File: src/hw/rtl/atc_pkg.sv
// Shared types, constants and register codes of the ADC temperature converter.
package atc_pkg;

    localparam int TABLE_ENTRIES_DEF = 141;

    localparam int DIV_NUM_W = 56;
    localparam int DIV_DEN_W = 24;
    localparam int DIV_CNT_W = 6;

    localparam logic [2:0] REG_SENSOR_MODE = 3'd0;
    localparam logic [2:0] REG_SERIES_OHM  = 3'd1;
    localparam logic [2:0] REG_REF_MV      = 3'd2;
    localparam logic [2:0] REG_SUPPLY_MV   = 3'd3;
    localparam logic [2:0] REG_PT_ZERO     = 3'd4;
    localparam logic [2:0] REG_PT_SLOPE    = 3'd5;

    localparam logic KIND_SAMPLE = 1'b0;
    localparam logic KIND_TABLE  = 1'b1;

    localparam logic [9:0] PT_ADC_MIN  = 10'd685;
    localparam logic [9:0] PT_ADC_MAX  = 10'd1000;
    localparam logic [9:0] NTC_ADC_MIN = 10'd130;
    localparam logic [9:0] NTC_ADC_MAX = 10'd990;

    localparam logic [15:0] BAD_TEMP    = 16'd1900;
    localparam logic [15:0] TEMP_OFFSET = 16'd100;
    localparam logic [15:0] TEMP_MAX    = 16'hFFFF;
    localparam logic [4:0]  BAD_RUN_MAX = 5'd20;

    typedef struct packed {
        logic        kind;
        logic [9:0]  adc_sample;
        logic [7:0]  table_index;
        logic [15:0] table_ohm;
    } in_item_t;

    typedef struct packed {
        logic [15:0] temperature_x10;
        logic        sample_bad;
        logic        sensor_fault;
    } out_item_t;

    typedef struct packed {
        logic                 start;
        logic [DIV_CNT_W-1:0] nbits;
    } div_cmd_t;

    typedef enum logic [3:0] {
        ST_IDLE,
        ST_PT_MUL,
        ST_PT_DEN,
        ST_PT_DIV1,
        ST_PT_DIFF,
        ST_PT_PROD,
        ST_PT_DIV2,
        ST_NTC_MUL,
        ST_NTC_DIV1,
        ST_NTC_RD0,
        ST_NTC_WALK,
        ST_NTC_DIV2,
        ST_DONE
    } state_t;

endpackage

File: src/hw/rtl/atc_div.sv
// Iterative unsigned restoring divider, one quotient bit per cycle.
module atc_div
(
    input  logic                              clk,
    input  logic                              rst_n,
    input  atc_pkg::div_cmd_t                 cmd,
    input  logic [atc_pkg::DIV_NUM_W-1:0]     num,
    input  logic [atc_pkg::DIV_DEN_W-1:0]     den,
    output logic                              done,
    output logic [atc_pkg::DIV_NUM_W-1:0]     quot
);

    logic                              busy_reg;
    logic                              done_reg;
    logic [atc_pkg::DIV_CNT_W-1:0]     cnt_reg;
    logic [atc_pkg::DIV_DEN_W-1:0]     rem_reg;
    logic [atc_pkg::DIV_DEN_W-1:0]     den_reg;
    logic [atc_pkg::DIV_NUM_W-1:0]     quo_reg;
    logic [atc_pkg::DIV_DEN_W:0]       shifted;
    logic [atc_pkg::DIV_DEN_W+1:0]     trial;
    logic                              ge;
    logic [atc_pkg::DIV_CNT_W:0]       pad;

    assign shifted = {rem_reg, quo_reg[atc_pkg::DIV_NUM_W-1]};
    assign trial   = {1'b0, shifted} - {2'b00, den_reg};
    assign ge      = ~trial[atc_pkg::DIV_DEN_W+1];
    // The numerator is left aligned so that only nbits steps are needed.
    assign pad     = (atc_pkg::DIV_CNT_W+1)'(atc_pkg::DIV_NUM_W) - {1'b0, cmd.nbits};

    always_ff @(posedge clk or negedge rst_n)
    begin
        if (!rst_n)
        begin
            busy_reg <= 1'b0;
            done_reg <= 1'b0;
            cnt_reg  <= '0;
        end
        else if (cmd.start)
        begin
            busy_reg <= 1'b1;
            done_reg <= 1'b0;
            cnt_reg  <= cmd.nbits;
        end
        else if (busy_reg)
        begin
            cnt_reg  <= cnt_reg - 1'b1;
            busy_reg <= (cnt_reg != (atc_pkg::DIV_CNT_W)'(1));
            done_reg <= (cnt_reg == (atc_pkg::DIV_CNT_W)'(1));
        end
        else
        begin
            done_reg <= 1'b0;
        end
    end

    always_ff @(posedge clk)
    begin
        if (cmd.start)
        begin
            quo_reg <= num << pad;
            rem_reg <= '0;
            den_reg <= den;
        end
        else if (busy_reg)
        begin
            rem_reg <= ge ? trial[atc_pkg::DIV_DEN_W-1:0] : shifted[atc_pkg::DIV_DEN_W-1:0];
            quo_reg <= {quo_reg[atc_pkg::DIV_NUM_W-2:0], ge};
        end
    end

    assign done = done_reg;
    assign quot = quo_reg;

endmodule

File: config.mk
export PLATFORM = sky130hd
export DESIGN_NAME = atc_div
export DESIGN_NICKNAME = d
export VERILOG_FILES = /design/src/hw/rtl/atc_pkg.sv /design/src/hw/rtl/atc_div.sv
export SDC_FILE = /design/constraint.sdc
export NUM_CORES = 1
export LEC_CHECK = 0
export ABC_AREA = 1
export BUFFER_PORTS_ARGS = -buffer_cell sky130_fd_sc_hd__clkbuf_2
export CORE_ASPECT_RATIO = 0.75
export CORE_MARGIN = 3
export CORE_UTILIZATION = 44
export DETAILED_ROUTE_END_ITERATION = 16
export PLACE_DENSITY_LB_ADDON = 0.3
export SYNTH_ARGS = -nofsm -noshare
export SYNTH_HDL_FRONTEND = slang
export SYNTH_SLANG_ARGS = --single-unit
File: constraint.sdc
create_clock -name clk -period 5.05 [get_ports clk]
set_input_delay 0.505 -clock clk [delete_from_list [all_inputs] [get_ports clk]]
set_output_delay 0.505 -clock clk [all_outputs]
set_load 0.005 [all_outputs]
==> results of run 1 <==
## per-layer routing
| layer | part of all wire, % | wire [um] |
|---|---|---|
| met1 | 50 | 17000 |
| met2 | 39 | 13000 |
| met3 | 10 | 3490 |
| met4 | 0.80 | 272 |
| met5 | 0 | 0 |
## worst max-delay path, delay by kind of cell
kind | cells | cell delay, ns
buffers and inverters | 3 | 1.26
AND/OR/NAND/NOR | 6 | 0.79
adder cells (fa/ha/maj) | 1 | 0.37
AO/OA/AOI/OAI | 1 | 0.35
## cells in the mapped netlist
library cell / count
nand2_2: 2
buf_8: 1
inv_2: 8
o221ai_1: 3
o21ai_1: 12
nand3_2: 10
fa_1: 1
nand3b_1: 10
nor3_1: 5
a21oi_1: 20
dfxtp_1: 24
xor2_4: 2
a31oi_1: 1
or2_1: 1
nor2_1: 40
o211ai_1: 31
o21bai_1: 2
buf_6: 6
nand2_1: 545
clkbuf_1: 23
nand3_1: 364
o21a_1: 1
inv_1: 168
xor2_2: 1
nor4_1: 1
edfxtp_1: 80
a22o_1: 6
a21oi_2: 1
xnor2_1: 10
dfrtp_1: 8
buf_4: 5
xor2_1: 5
nand4_1: 12
o21ai_0: 33
nand3_4: 3
and2_1: 1
buf_2: 47
or2_2: 1
nor2_2: 3
a22oi_1: 8
ha_1: 27
## worst max path at each step
stage | end | slack, ns | cells past startpoint
2_1_floorplan | quot[0] | 2.02 | 4
3_5_place_dp | quot[53] | 1.49 | 11
3_3_place_gp | quot[53] | 1.52 | 11
4_1_cts | quot[53] | 1.89 | 11
6_report | quot[53] | 1.84 | 11
5_1_grt | quot[53] | 1.54 | 11
## timing repair
action | 4_1_cts | 5_1_grt
hold endpoints to repair | 8 | 0
setup buffers | 0 | 0
hold buffers | 1 | 0
gates resized for setup | 0 | 0
## metrics by stage
step	instance area [sq um]	cells
after global placement	10700	1896
after global routing	11000	1913
after CTS	11000	1913
after floorplan	9880	1532
final	11000	1913
after detailed placement	10700	1896
## kinds of logic after synthesis
group                      count (synthesis)  synth area share, %
AOI/OAI and AO/OA                        118                 7.43
buffers and inverters                    258                 11.2
xor gates and xnor gates                  18                 2.05
DFF                                      112                 31.2
and+or+nand+nor                          998                 44.5
adders and majority gates                 28                 3.62
## final cells by class
class	instances	area, sq um
Multi-Input combinational cell	1162	5730
Sequential cell	112	3080
Timing Repair Buffer	159	833
Clock inverter	7	71.3
Fill cell	2245	10600
Inverter	176	661
Clock buffer	9	225
Tap cell	288	360
## power by group through the flow
| stage | clock [uW] | sequential, uW | combinational [uW] |
|---|---|---|---|
| final | 742 | 1390 | 2270 |
| after global routing | 781 | 1410 | 2570 |
| after CTS | 753 | 1390 | 2230 |
| after detailed placement | 0 | 1400 | 2210 |
| after global placement | 0 | 1400 | 2190 |
| after floorplan | 0 | 1340 | 1630 |
==> impl_metrics.tcl, run 1 <==
set metrics [dict create \
    fin_ws_ns 1.84 \
    final_cell_mix "545 x nand2_1, 364 x nand3_1, 166 x inv_1" \
    antenna_found_initial 0 \
    setup_viol 0 \
    netlist_instances 1532 \
    coreArea_sq_mm 0.0216 \
    top_usage_layer "met1" \
    min_period_ns 3.21 \
    synth_nets 1649 \
    cts_buffers 9 \
    synth_area_sq_mm 0.00988 \
    crit_chain "clkbuf_2, inv_2, ha_1, inv_2, nand3_1, nand3_1, nand2_1, o21ai_1, nand2_1, nand3_1, nand3_1" \
    tns_ns 0 \
    pin_count 146 \
    synth_area_per_cell_sq_um 6.45 \
    drc 0 \
    max_stage_delay_ns 0.66 \
    place_ws_ns 1.49 \
    cpMostUsedCell "nand3_1" \
    grt_pass1_wl_um 52200 \
    p_sw_share_pct 46.8 \
    cts_tree "yes" \
    grt_start_max_net_pins 93 \
    gp_congestion 0.985 \
    cts_root_buffer "clkbuf_16" \
    port_buffers 145 \
    wire_per_inst_um 17.7 \
    fmax_mhz 311 \
    r2r_slack_ns 2.19 \
    worstReg2RegEnd "quot[0]" \
    holdPathStages 1 \
    period_share_pct 63.6 \
    initial_utilization_pct 45.8 \
    clock_path_buffers 2 \
    finalHoldWorstSlack_ns 0.307 \
    ant_nets 0 \
    cts.clk_slew.worst_paths_ns 0.09 \
    crit_type "in -> reg" \
    r2r_cells 12 \
    final_max_slew_viol_count 0 \
    hpwl_um 25700 \
    cp_max_fo 53 \
    yosys_warnings 0 \
    vias 10700 \
    area_growth_pct 11.0 \
    critPathRequiredTime_ns 5.18 \
    whs_endpoint "den_reg[21]" \
    outcome "complete, no violations" \
    h-tree-depth 3 \
    yosys.area.top_type_share_pct 24.3 \
    p_seq_share_pct 31.6 \
    synth_cell_types 41 \
    pwr-share-comb_pct 51.6 \
    finalClockSkew_ns 0.0203 \
    use_met1_pct 46.2 \
    fp.dieArea_sq_mm 0.0243 \
    crit_start "cmd[0]" \
    switchingPower_uw 2060 \
    gr-total-overflow 0 \
    clkPwrFrac_pct 16.8 \
    cts_sinks 112 \
    final_common_cell "nand2_1" \
    power_uw 4410 \
    dr.pass1.iters 6 \
    timing_hold_violations_final 0 \
    internal_power_uw 2350 \
    use_met2_pct 36.3 \
    post_route_cells_drive_above_1_share_pct 12.8 \
    cp-start-kind "primary input" \
    fp-row-count 46 \
    r2r_start "den_reg[7]" \
    rsz0062_at_grt "no" \
    worst_slew_pin_slew_ns 1.21 \
    synth.largest_area_cell "edfxtp_1" \
    max_cap_violations 0 \
    cp_slowest_cell "inv_2" \
    grt_usage_pct 27.6 \
    totalWireLength_um 33800 \
    hold_path.class "in -> reg" \
    clkLatencyLatePin_ns 0.38 \
    cellLeakagePower_uw 0.00566 \
    die_x_um 179 \
    p_per_area_mw_per_mm2 402 \
    ys_seq_elements 112 \
    synth_area_leaders "edfxtp_1 24%, nand2_1 21%, nand3_1 18%" \
    drt_iter0_drc 1556 \
    num-nets-final 1737 \
    vias_per_cell 5.59 \
    cp_data_arrival_time_ns 3.35 \
    final_core_utilization_pct 50.8 \
    diodes 0 \
    die_h_um 136 \
    ys_seq_area_share_pct 31.2 \
    first_global_vias 9337 \
    max-vdd-ir-drop_uv 213 \
    max_slew_margin_pct 19.0 \
    largest_register_ffs 56 \
    grtUsageMet3_pct 5.52 \
    crit_path_end_kind "register" \
    hp-start "den[21]" \
]
(Power assumes the default switching activity.)
==> inputs of run 2 (changes only) <==
==> constraint.sdc (replaced) <==
create_clock -name clk -period 3.3 [get_ports clk]
set_input_delay 0.33 -clock clk [delete_from_list [all_inputs] [get_ports clk]]
set_output_delay 0.33 -clock clk [all_outputs]
set_load 0.005 [all_outputs]
==> run 2 against run 1 <==
Cell count up 0.78%. Core utilization up 0.72 points. Wire length up 1.4%. Cell area up 1.4%. Non-clock buffer count up 15. First-iteration DRC count down 5.5%. Combinational power up 57%. Clock power up 60%. Register-to-register slack worse by 1.4 ns. Die area unchanged.
==> impl_metrics.tcl, run 2 (synthesis results as in run 1) <==
set metrics [dict create \
    min_period_ns 2.53 \
    clock_path_buffers 2 \
    cts_buffers 9 \
    h-tree-depth 3 \
    fp-row-count 46 \
    setup_viol 0 \
    final_max_slew_viol_count 0 \
    holdPathStages 1 \
    cellLeakagePower_uw 0.00576 \
    wire_per_inst_um 17.8 \
    post_route_cells_drive_above_1_share_pct 13.6 \
    timing_hold_violations_final 0 \
    max-vdd-ir-drop_uv 368 \
    post_cts_buffers 0 \
    totalWireLength_um 34300 \
    crit_chain "inv_1, ha_1, nand2_1, nor2_2, nand3_1, nand3_1, nand2_2, nand3_4, buf_4, nand2_1, nand3_1, o21ai_0" \
    place_ws_ns 0.613 \
    ctsHoldBuffers 1 \
    hpwl_um 26600 \
    cts_root_buffer "clkbuf_16" \
    cts_tree "yes" \
    pin_count 146 \
    largest_register_ffs 56 \
    area_growth_pct 12.6 \
    cp_data_arrival_time_ns 2.73 \
    hp-start "den[21]" \
    drc 0 \
    max_cap_violations 0 \
    cts.repair.resized 0 \
    grt_start_max_net_pins 93 \
    power_uw 6880 \
    cpMostUsedCell "nand3_1" \
    grt_pass1_wl_um 52900 \
    fmax_mhz 395 \
    outcome "complete, no violations" \
    gr-total-overflow 0 \
    critical_path.top_delay_family "simple AND/OR/NAND/NOR gates" \
    r2r_start "den_reg[6]" \
    cts.clk_slew.worst_paths_ns 0.08 \
    coreArea_sq_mm 0.0216 \
    dr.pass1.iters 5 \
    vias 10800 \
    ant_nets 0 \
    grt_usage_pct 28.1 \
    initial_utilization_pct 45.8 \
    whs_endpoint "den_reg[21]" \
    crit_path_end_kind "register" \
    max_slew_margin_pct 29.8 \
    fp.dieArea_sq_mm 0.0243 \
    final_core_utilization_pct 51.5 \
    cp-start-kind "register" \
    crit_type "reg -> reg" \
    r2r_cells 12 \
    crit_start "den_reg[6]" \
    fin_ws_ns 0.771 \
    cts_sinks 112 \
    gp_congestion 0.989 \
    vias_per_cell 5.58 \
    cp_slowest_cell "ha_1" \
    final_common_cell "nand2_1" \
    first_global_vias 9660 \
    die_h_um 136 \
    worst_slew_pin_slew_ns 1.05 \
    clkLatencyLatePin_ns 0.36 \
    r2r_slack_ns 0.77 \
    final_cell_mix "545 x nand2_1, 364 x nand3_1, 166 x inv_1" \
    antenna_found_initial 0 \
    period_share_pct 76.6 \
    hold_path.class "in -> reg" \
    crit_buf_inv 2 \
    rsz0062_at_grt "no" \
    max_stage_delay_ns 0.35 \
    finalClockSkew_ns 0.0111 \
    finalHoldWorstSlack_ns 0.135 \
    p_per_area_mw_per_mm2 619 \
    die_x_um 179 \
    tns_ns 0 \
    num-nets-final 1752 \
    critPathRequiredTime_ns 3.51 \
    cp_max_fo 20 \
    drt_iter0_drc 1470 \
    worstReg2RegEnd "rem_reg[2]" \
    diodes 0 \
    port_buffers 145 \
]
-- run 2: routing by layer --
metal  global-route usage [%]  routed length, um  vias to the layer above  part of all wire, %
met4                     4.07                361                        0                  1.1
met5                        0                  0                        -                    0
li1                         -                  -                     5274                    -
met3                     7.03               3790                       23                   11
met2                     37.5              13300                      507                   39
met1                     45.5              16800                     4962                   49
-- run 2: worst max path at each step --
stage / depth (start not counted) / to / slack [ns]
5_1_grt: 12 / rem_reg[4] / 0.55
6_report: 12 / rem_reg[2] / 0.77
4_1_cts: 12 / rem_reg[2] / 0.82
3_5_place_dp: 12 / quot[50] / 0.61
3_3_place_gp: 7 / quot[26] / 0.64
2_1_floorplan: 4 / quot[0] / 0.45
-- run 2: area by class of cell --
cell class / count / area [sq um]
clock buffer: 10 / 239
timing repair buffer: 174 / 971
multi-input combinational: 1162 / 5730
tap: 288 / 360
fill: 2259 / 10500
clock inverter: 6 / 76.3
sequential: 112 / 3080
inverter: 176 / 661
-- run 2: where the power goes --
| group | switching (uW) | internal [uW] | total (uW) |
|---|---|---|---|
| Sequential | 266 | 1870 | 2130 |
| Clock | 564 | 623 | 1190 |
| Combinational | 2340 | 1220 | 3560 |
-- run 2: per-stage QoR --
step	instance area [sq um]	instances
finish	11100	1928
global placement	10800	1911
floorplan	9880	1532
global route	11100	1928
detailed placement	10800	1911
CTS	11100	1928
==> inputs of run 3 (changes only) <==
==> constraint.sdc (replaced) <==
create_clock -name clk -period 2.1 [get_ports clk]
set_input_delay 0.21 -clock clk [delete_from_list [all_inputs] [get_ports clk]]
set_output_delay 0.21 -clock clk [all_outputs]
set_load 0.005 [all_outputs]
==> run 3 against run 2 <==
Sequential share of layout area shrank 2.6 points. Wire length grew 1.5%. Setup slack lost 0.69 ns. Die area is the same. Clock-buffer cell count unchanged. Non-clock buffer count increased by 92. Largest cell class unchanged.
==> impl_metrics.tcl, run 3 (synthesis results as in run 1) <==
set metrics [dict create \
    final_max_slew_viol_count 0 \
    h-tree-depth 3 \
    outcome "complete, no violations" \
    clock_path_buffers 2 \
    pin_count 146 \
    crit_type "reg -> reg" \
    critPathRequiredTime_ns 2.36 \
    power_uw 11900 \
    vias_per_cell 5.45 \
    port_buffers 145 \
    max-vdd-ir-drop_uv 474 \
    max_slew_margin_pct 30.8 \
    worstReg2RegEnd "rem_reg[18]" \
    path_depth 12 \
    finalClockSkew_ns 0.0106 \
    cp_slowest_cell "edfxtp_1" \
    crit_path_end_kind "register" \
    timing_hold_violations_final 0 \
    final_core_utilization_pct 56.9 \
    cts_buffers 9 \
    r2r_cells 12 \
    fmax_mhz 495 \
    tns_ns 0 \
    die_h_um 136 \
    crit_start "quot[55]" \
    clkLatencyLatePin_ns 0.36 \
    hpwl_um 27500 \
    totalWireLength_um 34800 \
    cts_tree "yes" \
    largest_register_ffs 56 \
    fp.dieArea_sq_mm 0.0243 \
    fin_ws_ns 0.0812 \
    final_cell_mix "528 x nand2_1, 360 x nand3_1, 161 x inv_1" \
    critical_path.top_delay_family "simple AND/OR/NAND/NOR gates" \
    crit_path_end "rem_reg[18]" \
    crit_buf_inv 3 \
    drc 0 \
    cts_sinks 112 \
    setup_viol 0 \
    cts_root_buffer "clkbuf_16" \
    max_cap_violations 0 \
    fp-row-count 46 \
    p_per_area_mw_per_mm2 971 \
    gr-total-overflow 0 \
    place_ws_ns -0.159 \
    worst_slew_pin_slew_ns 1.04 \
    cp_max_fo 2 \
    num-nets-final 1844 \
    min_period_ns 2.02 \
    area_growth_pct 24.3 \
    r2r_start "quot[55]" \
    drt_iter0_drc 1386 \
    diodes 0 \
    fillers 2176 \
    hold_path.class "in -> reg" \
    r2r_slack_ns 0.08 \
    period_share_pct 96.1 \
    die_x_um 179 \
    cts.clk_slew.worst_paths_ns 0.08 \
    crit_chain "inv_1, ha_2, fa_2, inv_2, buf_4, nand3_1, nand3b_1, nand2_2, nand3_1, nand3_1, nand2_1, nand2_1" \
    ant_nets 0 \
    first_global_vias 9663 \
    cpMostUsedCell "nand3_1" \
    gp_congestion 0.995 \
    max_stage_delay_ns 0.39 \
    grt_usage_pct 28.1 \
    vias 11000 \
    post_route_cells_drive_above_1_share_pct 21.2 \
    cp_data_arrival_time_ns 2.28 \
    cp-start-kind "register" \
    final_common_cell "nand2_1" \
    cellLeakagePower_uw 0.00629 \
    dr.pass1.iters 6 \
    wire_per_inst_um 17.2 \
    initial_utilization_pct 45.8 \
    coreArea_sq_mm 0.0216 \
    grt_start_max_net_pins 60 \
    antenna_found_initial 0 \
    grt_pass1_wl_um 53200 \
    finalHoldWorstSlack_ns 0.0176 \
]
## run 3: per-stage QoR
step	cell area (sq um)	cells
2_1_floorplan	9900	1532
6_report	12300	2020
5_1_grt	12300	2020
3_3_place_gp	11600	1997
3_5_place_dp	11600	1997
4_1_cts	11900	2015
## run 3: power breakdown
| part | leakage [uW] | internal, uW | switching, uW | total [uW] |
|---|---|---|---|---|
| clock network | 0.000149 | 940 | 878 | 1820 |
| registers | 0.00118 | 2930 | 460 | 3390 |
| logic | 0.00496 | 2750 | 3970 | 6720 |
| total | 0.00629 | 6620 | 5310 | 11900 |
## run 3: worst min path at each step
stage            start  slack, ns  depth (start not counted)     endpoint
2_1_floorplan    rst_n      -0.09                          0     busy_reg
3_3_place_gp     rst_n       0.07                          1   cnt_reg[2]
3_5_place_dp     rst_n       0.07                          1   cnt_reg[1]
4_1_cts        den[21]      0.009                          1  den_reg[21]
5_1_grt        den[22]      0.005                          1  den_reg[22]
6_report       den[21]       0.02                          1  den_reg[21]
## run 3: routing by layer
layer / wire length, um / share of wire, % / GRT usage [%] / vias to the layer above
met4: 297 / 0.85 / 3.59 / 0
met3: 3770 / 11 / 6.16 / 21
met5: 0 / 0 / 0 / -
met1: 17300 / 50 / 46.6 / 5056
met2: 13400 / 39 / 37.2 / 477
li1: - / - / - / 5462
## run 3: cell type report
class | instances | area, sq um | area share (%)
inverter | 176 | 661 | 5.38
sequential | 112 | 3080 | 25.1
clock inverter | 6 | 68.8 | 0.560
timing repair buffer | 266 | 1850 | 15.1
tap | 288 | 360 | 2.93
multi-input combinational | 1162 | 6030 | 49.1
clock buffer | 10 | 229 | 1.86
## run 3: timing repair
item / CTS / global route
gates resized for setup: 2 / 66
hold buffers: 1 / 0
gates cloned: 0 / 1
pin swaps: 0 / 11
setup endpoints to repair: 6 / 25
hold endpoints to repair: 8 / 0
buffers inserted: 1 / 4
